<file path="config.mk">
export PLATFORM = sky130hd
export DESIGN_NAME = qgs_ram
export DESIGN_NICKNAME = d
export VERILOG_FILES = /design/src/hdl/quantile_group_selector_assert.svh /design/src/hdl/qgs_ram.sv
export SDC_FILE = /design/constraint.sdc
export NUM_CORES = 1
export LEC_CHECK = 0
export CAP_MARGIN = 5
export CORE_ASPECT_RATIO = 1.75
export CORE_UTILIZATION = 33
export DETAILED_ROUTE_END_ITERATION = 7
export DONT_BUFFER_PORTS = 1
export GPL_ROUTABILITY_DRIVEN = 0
export PLACE_DENSITY_LB_ADDON = 0.3
export SETUP_SLACK_MARGIN = 0.5
export SLEW_MARGIN = 0
export SYNTH_ARGS = -nofsm -noshare
export SYNTH_HDL_FRONTEND = slang
export SYNTH_SLANG_ARGS = --single-unit
</file>
<file path="constraint.sdc">
create_clock -name i_clk -period 1.9 [get_ports i_clk]
set_clock_uncertainty 0.2 [all_clocks]
set_input_delay 0.285 -clock i_clk [delete_from_list [all_inputs] [get_ports i_clk]]
set_output_delay 0.285 -clock i_clk [all_outputs]
set_load 0.03 [all_outputs]
</file>
<file path="src/hdl/quantile_group_selector_assert.svh">
// ----------------------------------------------------------------------------
// quantile group selector assertion macros
// shorthand for clocked checks on the top level
// ----------------------------------------------------------------------------
`ifndef QUANTILE_GROUP_SELECTOR_ASSERT_SVH
`define QUANTILE_GROUP_SELECTOR_ASSERT_SVH

// condition implies a property in the same cycle
`define QGS_ASSERT_SAME(lbl, pre, post, msg) \
    lbl: assert property (@(posedge i_clk) disable iff (!i_rst_n) (pre) |-> (post)) \
        else $error(msg);

// condition implies a property in the next cycle
`define QGS_ASSERT_NEXT(lbl, pre, post, msg) \
    lbl: assert property (@(posedge i_clk) disable iff (!i_rst_n) (pre) |=> (post)) \
        else $error(msg);

`endif

</file>
<file path="src/hdl/qgs_ram.sv">
// ----------------------------------------------------------------------------
// qgs_ram
// generic single write, single read ram with registered read data
// ----------------------------------------------------------------------------
`default_nettype none

module qgs_ram #(
    parameter int WIDTH = 8,
    parameter int DEPTH = 16
) (
    input  wire logic                     i_clk,
    input  wire logic                     i_we,
    input  wire logic [$clog2(DEPTH)-1:0] i_waddr,
    input  wire logic [WIDTH-1:0]         i_wdata,
    input  wire logic [$clog2(DEPTH)-1:0] i_raddr,
    output logic      [WIDTH-1:0]         o_rdata
);

    logic [WIDTH-1:0] r_mem [DEPTH];

    always_ff @(posedge i_clk) begin
        if (i_we) begin
            r_mem[i_waddr] <= i_wdata;
        end
        o_rdata <= r_mem[i_raddr];
    end

endmodule

`default_nettype wire

</file>
==> results.md <==
- Crit path max fanout: 1
- Failing checks: hold timing
- FF-to-FF Start: r_mem[7][0]
- Drt total wl: 10.14 mm
- Final worst-path cycle share: 79.42%
- Hold WC Path Type: in -> reg
- Mux cell area share after synthesis: 15.02%
- Hold path startpoint: i_waddr[1]
- Core Region: 15310 um^2
- Final Slew Violations: 0
- Drt drc: 0
- Met1 Use GR: 15.03%
- Chip height: 167.2 um
- # rows: 60
- Worst slew margin: 47.16%
- Layer with the highest usage: met2
- Grt met3 use: 3.678%
- PwrDens: 1130 nW/um^2
- Seq/Total Area, Yosys: 77.78%
- Endpoints failing setup: 0
- Port Buffers: 0
- Vias in the first global route: 2479
- Multi-input gate area: 1109 um^2
- Reg2reg end: o_rdata[0]
- Nets: 273
- Synth Cell Area: 5147 um^2
- Mean post-synth cell area: 22.48 um^2
- Hold EP: r_mem[0][0]
- Worst setup SP type: register
- RSZ-0062 raised after global routing: yes
- Worst-Skew Late Latency: 0.41 ns
- Internal: 0.005344 W
- Number of synthesized flops with an enable pin: 128
- WHS Path Cells: 1
- Count of different cell masters after synthesis: 19
- Hold Vio Cnt, Final: 16
- Pre-antenna DRT Iters: 4
- DIE WIDTH: 96.41 um
- CTS max path bufs: 2
- Setup tns final: 0 ns
- Clock Power Share: 46.5%
- Syn_nets: 247
- Worst-path clk slew: 0.06 ns
- Cts hold-fix bufs: 9
- Worst hold slack: -0.1009 ns
- Via count: 2265
- Worst slew pin tran: 0.7897 ns
- Hpwl dp: 6.598 mm
- Sw frac: 22.39%
- ANT nets after route: 0
- Worst Reg-to-Reg Cells: 3
- R2r setup slk: 0.39 ns
- Final Critical Period: 1.509 ns
- Worst Setup End Kind: register
- Maxcap violations: 0
- Filler instances: 1368
- Max Fclk: 662.7 MHz
- Drt wl/cell: 22.33 um
- Largest family of logic cells by synthesized area: multiplexers
- Cells after synthesis: 229
- Gr ovfl total: 0
- Clock sinks: 136
- Initial DRC Count: 117
- TritonCTS clock tree: built
- Worst Setup Path Type: reg -> reg
- H-tree depth: 4
- Placed Cells: 413
- Yosys warning count: 0
- Post-Synth Adder-Cell Area: 0%
- Area grow syn2layout: 18.33%
- Antenna cell count: 0
- Post-route core utilization: 39.77%
- Storage cell area: 4013 um^2
- Compound-Gate Fraction of Synth Area: 2.333%
- Worst VDD drop: 0.4684 mV
- First-pass GRT wire length: 15.08 mm
- CTS Buf Count: 17
- NetSw: 0.001542 W
- Post-DR vias/cell: 4.989
- Starting Density: 33.61%
- Largest net degree at the start of global routing: 33
- Post-Synth Simple-Gate Area: 3.184%
- Sequential share of power: 49.6%
- CP arrival: 1.60 ns
- DIE AREA: 16120 um^2
- Tot GR Track Use: 13.92%
- Final Non-Filler Cells: 454
- Met2 Use GR: 23.47%
- Synth Flop Type: edfxtp_1
- Pleak: 1.926 nW
- Run status: finished, violations left
- Root buffer cell: clkbuf_16
- Asr flop ratio synth: 0%
- Comb power frac: 3.8%
- Share of layout cells above drive strength 1: 37.31%
- WP data required: 1.99 ns
- IO Pins: 26
- Register bit total from synthesis: 136
- Initial antenna violation count: 0
- Xor-xnor portion of the synthesized cell area: 0%
- Tot Pwr: 0.006885 W
[per-layer routing]
metal | share of wire [%] | vias to the layer above
met5 | 0 | -
li1 | - | 1014
met1 | 37 | 1163
met3 | 4.0 | 23
met4 | 4.6 | 0
met2 | 54 | 65
[flip-flops by register name (all words and copies together), names as in the netlist]
register and count:
r_mem 128, o_rdata 8
[logic make-up after synthesis]
| family | after synthesis |
|---|---|
| muxes | 32 |
| buffers and inverters | 10 |
| DFF | 136 |
| and+or+nand+nor | 35 |
| AOI/OAI and AO/OA | 16 |
[area by class of cell]
cell class	count	area share, %
clock buffer	18	7.046
clock inverter	14	2.547
timing repair buffer	17	2.506
tap	186	3.821
multi-input combinational	83	18.20
sequential	136	65.88
[repair_timing]
action / 4_1_cts / 5_1_grt
resized for setup: 13 / 2
setup endpoints to repair: 15 / 10
setup buffers: 0 / 0
hold endpoints to repair: 148 / 16
pin swaps: 2 / 4
[worst max-delay path by stage]
stage           startpoint           to  slack [ns]  cells past startpoint
2_1_floorplan   i_waddr[2]  r_mem[0][0]        0.31                      2
3_3_place_gp    i_waddr[2]  r_mem[0][0]        0.21                      2
3_5_place_dp    i_waddr[2]  r_mem[0][3]        0.16                      2
4_1_cts        r_mem[7][7]   o_rdata[7]        0.39                      3
5_1_grt        r_mem[7][7]   o_rdata[7]        0.36                      3
6_report       r_mem[7][0]   o_rdata[0]        0.39                      3
[stage by stage]
| step | setup slack (ns) | area (um^2) |
|---|---|---|
| after floorplan | 0.3120 | 5206 |
| after global placement | 0.2083 | 5379 |
| after detailed placement | 0.1586 | 5379 |
| after CTS | 0.3883 | 6087 |
| after global routing | 0.3562 | 6091 |
| final | 0.3910 | 6091 |
[cells in the mapped netlist, drive strengths merged, types with 2 or more instances]
| library cell | n | area [um^2] |
|---|---|---|
| nor2 | 13 | 48.80 |
| clkdlybuf4s25 | 3 | 30.03 |
| a22oi | 16 | 120.1 |
| dfxtp | 8 | 160.2 |
| nand2b | 2 | 12.51 |
| nand3b | 2 | 15.01 |
| buf | 7 | 56.30 |
| mux4 | 32 | 773.2 |
| edfxtp | 128 | 3844 |
| nand2 | 9 | 33.78 |
| nor3 | 4 | 20.02 |
[cells in the final DEF, fill, tap and decap left out, drive strengths merged, types with 8 or more instances in the layout]
| cell | count |
|---|---|
| a22oi | 16 |
| buf | 8 |
| clkbuf | 18 |
| dfxtp | 8 |
| dlygate4sd3 | 8 |
| edfxtp | 128 |
| inv | 8 |
| mux4 | 32 |
| nand2 | 9 |
| nor2 | 13 |
[power groups by stage]
stage | Sequential [W] | Clock (W) | Combinational, W
after global routing | 0.00342 | 0.00338 | 0.000279
after CTS | 0.00342 | 0.00326 | 0.000268
final | 0.00342 | 0.00320 | 0.000263
after floorplan | 0.00347 | 0 | 0.000194
after global placement | 0.00348 | 0 | 0.000198
after detailed placement | 0.00348 | 0 | 0.000199
[worst max-delay path, cell delays in order, from the launching register on]
cell      delay [ns]
edfxtp_1        0.36
mux4_2          0.56
a22oi_2         0.18
nand2_1         0.09
(Power assumes the default switching activity.)
