### config.mk
export PLATFORM = sky130hd
export DESIGN_NAME = qgs_div
export DESIGN_NICKNAME = d
export VERILOG_FILES = /design/src/hdl/quantile_group_selector_assert.svh /design/src/hdl/qgs_pkg.sv /design/src/hdl/qgs_div.sv
export SDC_FILE = /design/constraint.sdc
export NUM_CORES = 1
export LEC_CHECK = 0
export ABC_AREA = 1
export BUFFER_PORTS_ARGS = -buffer_cell sky130_fd_sc_hd__buf_2
export CORE_MARGIN = 1.5
export CORE_UTILIZATION = 36
export DETAILED_ROUTE_END_ITERATION = 12
export GPL_ROUTABILITY_DRIVEN = 0
export GPL_TIMING_DRIVEN = 0
export SETUP_SLACK_MARGIN = 0.05
export SLEW_MARGIN = 5
export SYNTH_ARGS = -nofsm -noshare
export SYNTH_HDL_FRONTEND = slang
export SYNTH_SLANG_ARGS = --single-unit
export TNS_END_PERCENT = 1
### constraint.sdc
create_clock -name i_clk -period 2 [get_ports i_clk]
set_input_delay 0.4 -clock i_clk [delete_from_list [all_inputs] [get_ports i_clk]]
set_output_delay 0.4 -clock i_clk [all_outputs]
set_load 0.005 [all_outputs]
### src/hdl/quantile_group_selector_assert.svh
// ----------------------------------------------------------------------------
// quantile group selector assertion macros
// shorthand for clocked checks on the top level
// ----------------------------------------------------------------------------
`ifndef QUANTILE_GROUP_SELECTOR_ASSERT_SVH
`define QUANTILE_GROUP_SELECTOR_ASSERT_SVH

// condition implies a property in the same cycle
`define QGS_ASSERT_SAME(lbl, pre, post, msg) \
    lbl: assert property (@(posedge i_clk) disable iff (!i_rst_n) (pre) |-> (post)) \
        else $error(msg);

// condition implies a property in the next cycle
`define QGS_ASSERT_NEXT(lbl, pre, post, msg) \
    lbl: assert property (@(posedge i_clk) disable iff (!i_rst_n) (pre) |=> (post)) \
        else $error(msg);

`endif

### src/hdl/qgs_pkg.sv
// ----------------------------------------------------------------------------
// qgs_pkg
// types and constants shared by the quantile group selector
// ----------------------------------------------------------------------------
`default_nettype none

package qgs_pkg;

    localparam int MAX_IND   = 1024;
    localparam int IDX_W     = $clog2(MAX_IND);
    localparam int CNT_W     = IDX_W + 1;
    localparam int WORD_W    = IDX_W - 6;
    localparam int VAL_W     = 32;
    localparam int KEY_W     = VAL_W + IDX_W;
    localparam int BIT_W     = $clog2(KEY_W);
    localparam int Q_W       = 7;
    localparam int CFG_IDX_W = 2;
    localparam int MEM_W     = VAL_W + 1;

    localparam logic [VAL_W-1:0] NO_ANSWER  = 32'hFFFF_0000;
    localparam logic [Q_W-1:0]   QCNT_RESET = 7'd4;

    typedef enum logic [CFG_IDX_W-1:0] {
        CFG_QIDX = 2'd0,
        CFG_QCNT = 2'd1
    } t_cfg_reg;

    typedef enum logic [3:0] {
        ST_CLEAR,
        ST_IDLE,
        ST_LOAD,
        ST_COUNT,
        ST_DIV_GO,
        ST_DIV,
        ST_MUL,
        ST_FIRST,
        ST_LAST,
        ST_SEARCH,
        ST_MASK,
        ST_EMIT
    } t_state;

endpackage

`default_nettype wire

### src/hdl/qgs_div.sv
// ----------------------------------------------------------------------------
// qgs_div
// restoring divider, one quotient bit per cycle
// ----------------------------------------------------------------------------
`default_nettype none

module qgs_div (
    input  wire logic                      i_clk,
    input  wire logic                      i_rst_n,
    input  wire logic                      i_start,
    input  wire logic [qgs_pkg::CNT_W-1:0] i_dividend,
    input  wire logic [qgs_pkg::Q_W-1:0]   i_divisor,
    output logic                           o_done,
    output logic      [qgs_pkg::CNT_W-1:0] o_quo,
    output logic      [qgs_pkg::Q_W-1:0]   o_rem
);
    import qgs_pkg::*;

    localparam int STEP_W = $clog2(CNT_W + 1);

    logic [CNT_W-1:0]  r_quo, n_quo;
    logic [Q_W-1:0]    r_rem, n_rem;
    logic [Q_W-1:0]    r_dvs;
    logic [STEP_W-1:0] r_step, n_step;
    logic              r_busy, n_busy;
    logic              r_done, n_done;
    logic [Q_W:0]      trial;

    always_comb begin
        trial  = {r_rem, r_quo[CNT_W-1]};
        n_quo  = r_quo;
        n_rem  = r_rem;
        n_step = r_step;
        n_busy = r_busy;
        n_done = 1'b0;
        if (i_start) begin
            n_quo  = i_dividend;
            n_rem  = '0;
            n_step = STEP_W'(CNT_W);
            n_busy = 1'b1;
        end else if (r_busy) begin
            if (trial >= {1'b0, r_dvs}) begin
                n_rem = Q_W'(trial - {1'b0, r_dvs});
                n_quo = {r_quo[CNT_W-2:0], 1'b1};
            end else begin
                n_rem = trial[Q_W-1:0];
                n_quo = {r_quo[CNT_W-2:0], 1'b0};
            end
            n_step = r_step - 1'b1;
            if (r_step == STEP_W'(1)) begin
                n_busy = 1'b0;
                n_done = 1'b1;
            end
        end
    end

    always_ff @(posedge i_clk) begin
        if (!i_rst_n) begin
            r_busy <= 1'b0;
            r_done <= 1'b0;
            r_step <= '0;
        end else begin
            r_busy <= n_busy;
            r_done <= n_done;
            r_step <= n_step;
        end
        r_quo <= n_quo;
        r_rem <= n_rem;
        if (i_start) begin
            r_dvs <= i_divisor;
        end
    end

    assign o_done = r_done;
    assign o_quo  = r_quo;
    assign o_rem  = r_rem;

endmodule

`default_nettype wire

==> results.py, run 1 <==
metrics = {
    "critical_path": {
        "rr_worst_depth": 11,
        "worstSetupEndpointType": "flip-flop",
        "rr_endpoint": "o_rem[0]$_SDFFE_PP0P_",
        "worstReg2RegStart": "o_quo[10]$_DFFE_PP_",
        "r2r_setup_slack_ns": 0.22,
        "criticalPathCategory": "flip-flop to flip-flop",
        "worstPathMaxFanout": 7,
        "worst_setup_path_start_kind": "flip-flop",
        "cp.arrival_ns": 1.94,
        "required_ns": 2.16,
    },
    "synth": {
        "synth_top_area_share_pct": 31.81,
        "syn_area_per_cell_um2": 8.329,
        "synthFlopType": "edfxtp_1",
        "ys_top_cells_by_count": "nand2_1 (75), inv_1 (29), edfxtp_1 (18)",
        "netlist_instances": 204,
        "synth_top_area_cell": "edfxtp_1",
        "synth-edff-count": 18,
        "yosysMostFrequentCell": "nand2_1",
        "ys_seq_area_share_pct": 47.13,
        "synth_cell_type_count": 27,
        "ys_ff_latch": 31,
        "synthArstFlopShare_pct": 0,
        "synth.net_count": 235,
        "yosys_warnings": 0,
        "synth.area.top_cells": "edfxtp_1 (32%), nand2_1 (17%), dfxtp_1 (15%), ha_1 (6.6%), inv_1 (6.4%)",
        "syn_area_um2": 1699,
    },
    "sta": {
        "tns_ns": 0,
        "tightestPinTransition_ns": 0.5124,
        "setup_viol": 0,
        "min_period_over_period_pct": 88.87,
        "fin_skew_ns": 0.007742,
        "rsz0062_at_grt": "no",
        "max_clock_freq_mhz": 562.6,
        "final_hold_viol_count": 0,
        "fin_crit_ns": 1.777,
        "slew_headroom_pct": 65.80,
        "holdWs_ns": 0.2886,
        "finalMaxSlewViolations": 0,
    },
    "clock_network": {
        "cts.sinks": 31,
        "post_cts_buffers": 0,
        "clockBufferDepth": 2,
        "cts_resized": 0,
        "ctsHoldBuffers": 0,
        "htreeDepth": 2,
        "clk_pin_slew_ns": 0.07,
        "cts_tree": "yes",
        "cts_root_buf": "clkbuf_8",
        "clk_latency_ns": 0.28,
        "cts_made_buffers": 5,
    },
    "layout": {
        "syn2layout_area_growth_pct": 21.28,
        "design_area_um2": 2061,
        "drive_gt1_share_pct": 25.10,
        "diodes": 0,
        "final_core_util_pct": 46.37,
        "nNetsFinal": 281,
    },
    "drt": {
        "wl_per_cell_um": 11.88,
        "viasPerCell": 4.789,
        "vias": 1451,
        "drtIter0Drc": 82,
        "drt-total-wl_um": 3599,
        "dr.pass1.iters": 4,
        "detail-route-antenna-nets": 0,
        "drc": 0,
    },
    "run": {
        "cap_violations": 0,
    },
    "die": {
        "die_h_um": 71.70,
        "core_um2": 4444,
        "io_pins": 40,
        "fp-row-count": 24,
        "start_util_pct": 38.23,
        "fp.dieW_um": 71.70,
        "design.die.area_um2": 5141,
    },
    "placed_design": {
        "io_buffers": 39,
        "placed_area_um2": 1959,
        "post-dp-hpwl_um": 2625,
    },
    "worst_hold_path": {
        "whs_endpoint": "r_dvs[6]$_DFFE_PP_",
        "hold_path_depth": 1,
        "min_from": "i_divisor[6]",
        "hp-class": "primary input to flip-flop",
    },
    "pwr": {
        "p_leak_nw": 1.076,
        "vdd_ir_drop_max_mv": 0.4326,
        "power-per-cell-area_nw_per_um2": 747.6,
    },
    "global_routing": {
        "grt_usage_pct": 15.29,
        "grt_pass1_vias": 1371,
        "grt_pass1_wl_um": 6078,
        "grt_max_degree": 14,
        "grt-ovfl-total": 0,
        "antenna_found_initial": 0,
    },
    "outcome": {
        "outcome": "finished, final reports clean",
    },
}
==> power breakdown <==
group          total, W  internal [W]  switching (W)
clock network  0.000476      0.000244       0.000232
registers      0.000764      0.000734      0.0000294
logic          0.000300      0.000120       0.000180
==> routing by layer <==
layer / vias to the layer above / part of all wire, % / track usage [%] / wire length [um]
met5: - / 0 / 0 / 0
met4: 0 / 0.53 / 5.660 / 19
met3: 3 / 4.2 / 3.938 / 151
met2: 28 / 47 / 24.59 / 1707
li1: 744 / - / - / -
met1: 676 / 48 / 19.84 / 1722
==> flip-flops by register name (all words and copies together), names as in the netlist <==
register and flops:
r_busy 1, r_step 4, r_dvs 7, o_done 1, o_rem 7, o_quo 11
==> worst max path at each step <==
stage,from,to,slack [ns],cells after the start
6_report,o_quo[10]$_DFFE_PP_,o_rem[0]$_SDFFE_PP0P_,0.22,11
5_1_grt,o_quo[10]$_DFFE_PP_,o_rem[5]$_SDFFE_PP0P_,0.06,12
4_1_cts,o_quo[10]$_DFFE_PP_,o_rem[0]$_SDFFE_PP0P_,0.12,12
3_5_place_dp,o_quo[10]$_DFFE_PP_,o_rem[0]$_SDFFE_PP0P_,0.13,12
3_3_place_gp,o_quo[10]$_DFFE_PP_,o_rem[0]$_SDFFE_PP0P_,0.13,12
2_1_floorplan,o_quo[10]$_DFFE_PP_,o_rem[0]$_SDFFE_PP0P_,0.30,11
==> worst max-delay path, stage by stage (launching register included) <==
cell and delay [ns]:
edfxtp_1 0.34, inv_1 0.06, ha_1 0.23, fa_2 0.36, inv_1 0.09, nand2_1 0.07, nand2_2 0.08, nand3_2 0.09
nand3_4 0.13, nand2_1 0.08, nand3_1 0.08, o21ai_2 0.05
==> placed cells by master (no fill, tap or decap) <==
cell type | synthesis | final
nor2_1 | 8 | 8
inv_2 | 3 | 3
edfxtp_1 | 18 | 18
clkinv_2 | 0 | 1
nand3_4 | 1 | 1
nor3_1 | 2 | 2
fa_2 | 0 | 1
clkbuf_1 | 2 | 4
nand3_2 | 2 | 3
nand3b_1 | 5 | 5
clkbuf_8 | 0 | 5
ha_1 | 9 | 9
nor2_2 | 2 | 2
o21ai_0 | 2 | 2
a221oi_1 | 1 | 1
buf_2 | 0 | 39
nand2_2 | 1 | 3
o21ai_2 | 1 | 1
nand2_4 | 0 | 1
nand2_1 | 75 | 72
a21oi_4 | 1 | 1
o211ai_1 | 1 | 1
nor2_8 | 1 | 1
nand4_1 | 3 | 3
xor2_1 | 3 | 3
dfxtp_1 | 13 | 13
inv_1 | 29 | 29
or2_4 | 1 | 1
a21oi_1 | 2 | 2
a31oi_1 | 2 | 2
nand3_1 | 15 | 14
==> through the flow <==
step | worst slack [ns] | total power, W | cells
after floorplan | 0.3026 | 0.0009672 | 204
after global placement | 0.1295 | 0.001065 | 295
after detailed placement | 0.1349 | 0.001071 | 295
after CTS | 0.1166 | 0.001548 | 303
after global routing | 0.05616 | 0.001633 | 303
final | 0.2226 | 0.001541 | 303
==> cell families after synthesis <==
group           count (synthesis)  synth area share, %
fa+ha+maj                      10                7.806
compound gates                 10                4.345
buf+inv                        34                7.511
xor+xnor                        3                1.547
simple gates                  116                31.67
flops                          31                47.13
==> layout make-up <==
| class | count | area (um^2) |
|---|---|---|
| fill | 448 | 2384 |
| timing repair buffer | 39 | 195.2 |
| tap | 52 | 65.06 |
| buffer | 2 | 7.507 |
| inverter | 32 | 120.1 |
| clock inverter | 1 | 5.005 |
| clock buffer | 7 | 76.32 |
| sequential | 31 | 800.8 |
| multi-input combinational | 139 | 790.8 |
Note: power is estimated with default switching activity, not from simulation.
==> run 2: changes to the inputs <==
--- a/config.mk
+++ b/config.mk
@@ -7,6 +7,7 @@
 export LEC_CHECK = 0
 export ABC_AREA = 1
 export BUFFER_PORTS_ARGS = -buffer_cell sky130_fd_sc_hd__buf_2
+export CORE_ASPECT_RATIO = 1.4
 export CORE_MARGIN = 1.5
 export CORE_UTILIZATION = 36
 export DETAILED_ROUTE_END_ITERATION = 12
==> run 2 against run 1 <==
- sequential share of layout area shrank 0.67 points
- total power grew 10%
- die area grew 0.11%
- clock skew shrank 0.0037 ns
- via count shrank 3.4%
- setup slack lost 0.029 ns
- first-iteration DRC count shrank 61%
- largest power group unchanged
- highest routed layer unchanged
==> results.py, run 2 (synthesized netlist as in run 1, its figures left out) <==
metrics = {
    "layout": {
        "design_area_um2": 2097,
        "layout_commonest_cell": "nand2_1",
        "final_core_util_pct": 46.23,
        "syn2layout_area_growth_pct": 23.42,
        "final_cell_mix": "nand2_1 (75), buf_2 (39), inv_1 (29)",
        "fillers": 473,
        "nNetsFinal": 281,
        "drive_gt1_share_pct": 24.30,
        "largest_reg_flops": 11,
        "diodes": 0,
    },
    "run": {
        "cap_violations": 0,
    },
    "global_routing": {
        "grt_pass1_wl_um": 5844,
        "antenna_found_initial": 0,
        "grt_usage_pct": 15.13,
        "grt-ovfl-total": 0,
        "grt_pass1_vias": 1301,
        "grt_max_degree": 14,
    },
    "pwr": {
        "p_leak_nw": 1.095,
        "vdd_ir_drop_max_mv": 0.5295,
        "power-per-cell-area_nw_per_um2": 808.1,
    },
    "clock_network": {
        "post_cts_buffers": 0,
        "cts_tree": "yes",
        "cts_made_buffers": 5,
        "cts.sinks": 31,
        "cts_root_buf": "clkbuf_8",
        "clockBufferDepth": 2,
        "cts_resized": 0,
        "htreeDepth": 2,
        "ctsHoldBuffers": 0,
        "clk_latency_ns": 0.28,
        "clk_pin_slew_ns": 0.07,
    },
    "critical_path": {
        "worstSetupEndpointType": "flip-flop",
        "worstReg2RegStart": "o_quo[10]$_DFFE_PP_",
        "worstPathMaxFanout": 8,
        "required_ns": 2.22,
        "rr_worst_depth": 12,
        "cp.arrival_ns": 2.02,
        "worst_setup_path_start_kind": "flip-flop",
        "r2r_setup_slack_ns": 0.19,
        "rr_endpoint": "o_rem[0]$_SDFFE_PP0P_",
        "criticalPathCategory": "flip-flop to flip-flop",
    },
    "drt": {
        "detail-route-antenna-nets": 0,
        "drt-total-wl_um": 3435,
        "wl_per_cell_um": 10.97,
        "viasPerCell": 4.476,
        "drc": 0,
        "drtIter0Drc": 32,
        "dr.pass1.iters": 4,
        "vias": 1401,
    },
    "die": {
        "design.die.area_um2": 5146,
        "io_pins": 40,
        "die_h_um": 84.29,
        "start_util_pct": 37.46,
        "fp.dieW_um": 61.06,
        "core_um2": 4536,
        "fp-row-count": 29,
    },
    "placed_design": {
        "io_buffers": 39,
        "post-dp-hpwl_um": 2626,
        "placed_area_um2": 1972,
    },
    "sta": {
        "min_period_over_period_pct": 90.34,
        "tns_ns": 0,
        "max_clock_freq_mhz": 553.4,
        "slew_headroom_pct": 65.65,
        "rsz0062_at_grt": "no",
        "tightestPinTransition_ns": 0.5146,
        "fin_skew_ns": 0.004067,
        "finalMaxSlewViolations": 0,
        "fin_crit_ns": 1.807,
        "setup_viol": 0,
        "final_hold_viol_count": 0,
    },
    "worst_hold_path": {
        "whs_endpoint": "r_dvs[6]$_DFFE_PP_",
        "hold_path_depth": 1,
        "hp-class": "primary input to flip-flop",
        "min_from": "i_divisor[6]",
    },
    "outcome": {
        "outcome": "finished, final reports clean",
    },
}
==> run 2: cell types whose count changed in the layout (fill, tap and decap cells not counted) <==
cell,before,now
nand3_2,3,2
nand3_1,14,15
nand2_2,3,0
clkbuf_1,4,2
clkbuf_8,5,6
nand2_1,72,75
bufinv_16,0,1
==> run 2: worst max-delay path by stage <==
stage | startpoint | endpoint | slack (ns) | cells past startpoint
after floorplan | o_quo[10]$_DFFE_PP_ | o_rem[0]$_SDFFE_PP0P_ | 0.30 | 11
final | o_quo[10]$_DFFE_PP_ | o_rem[0]$_SDFFE_PP0P_ | 0.19 | 12
after global routing | o_quo[10]$_DFFE_PP_ | o_rem[0]$_SDFFE_PP0P_ | 0.05 | 12
after CTS | o_quo[10]$_DFFE_PP_ | o_rem[0]$_SDFFE_PP0P_ | 0.11 | 12
after detailed placement | o_quo[10]$_DFFE_PP_ | o_quo[0]$_DFFE_PP_ | 0.12 | 10
after global placement | o_quo[10]$_DFFE_PP_ | o_rem[0]$_SDFFE_PP0P_ | 0.15 | 12
==> run 2: where the power goes <==
group	internal, W	total (W)	switching (W)
clock network	0.000403	0.000638	0.000235
registers	0.000734	0.000763	0.0000285
logic	0.000118	0.000294	0.000176
==> run 2: critical path: stages, from the launching register on <==
cell	delay, ns
edfxtp_1	0.34
inv_1	0.07
ha_1	0.23
fa_2	0.36
inv_1	0.09
nand2_1	0.05
nand2_1	0.07
nand2_1	0.09
nand2_1	0.11
nand2_4	0.10
nand3_1	0.08
nand3_1	0.09
o21ai_2	0.06
==> run 2: layer usage <==
layer,GRT usage [%],part of all wire [%],up-vias
met5,0,0,-
met4,7.115,2.2,0
met3,3.698,2.4,6
met2,23.89,50,21
met1,18.87,46,628
li1,-,-,746
==> run 2: area by class of cell <==
cell class / count / area (um^2) / area share (%)
Timing Repair Buffer: 39 / 195.2 / 9.308
Multi-Input combinational cell: 139 / 778.2 / 37.11
Clock inverter: 2 / 35.03 / 1.671
Tap cell: 62 / 77.57 / 3.699
Inverter: 32 / 120.1 / 5.728
Sequential cell: 31 / 800.8 / 38.19
Clock buffer: 6 / 82.58 / 3.938
Buffer: 2 / 7.507 / 0.3580
==> run 2: stage by stage <==
step	setup WS, ns	total power, W	hold slack, ns	instances
2_1_floorplan	0.3026	0.0009672	0.4449	204
3_3_place_gp	0.1496	0.001069	0.4608	305
3_5_place_dp	0.1205	0.001069	0.4666	305
4_1_cts	0.1131	0.001712	0.2814	313
5_1_grt	0.05232	0.001788	0.2793	313
6_report	0.1931	0.001695	0.2894	313
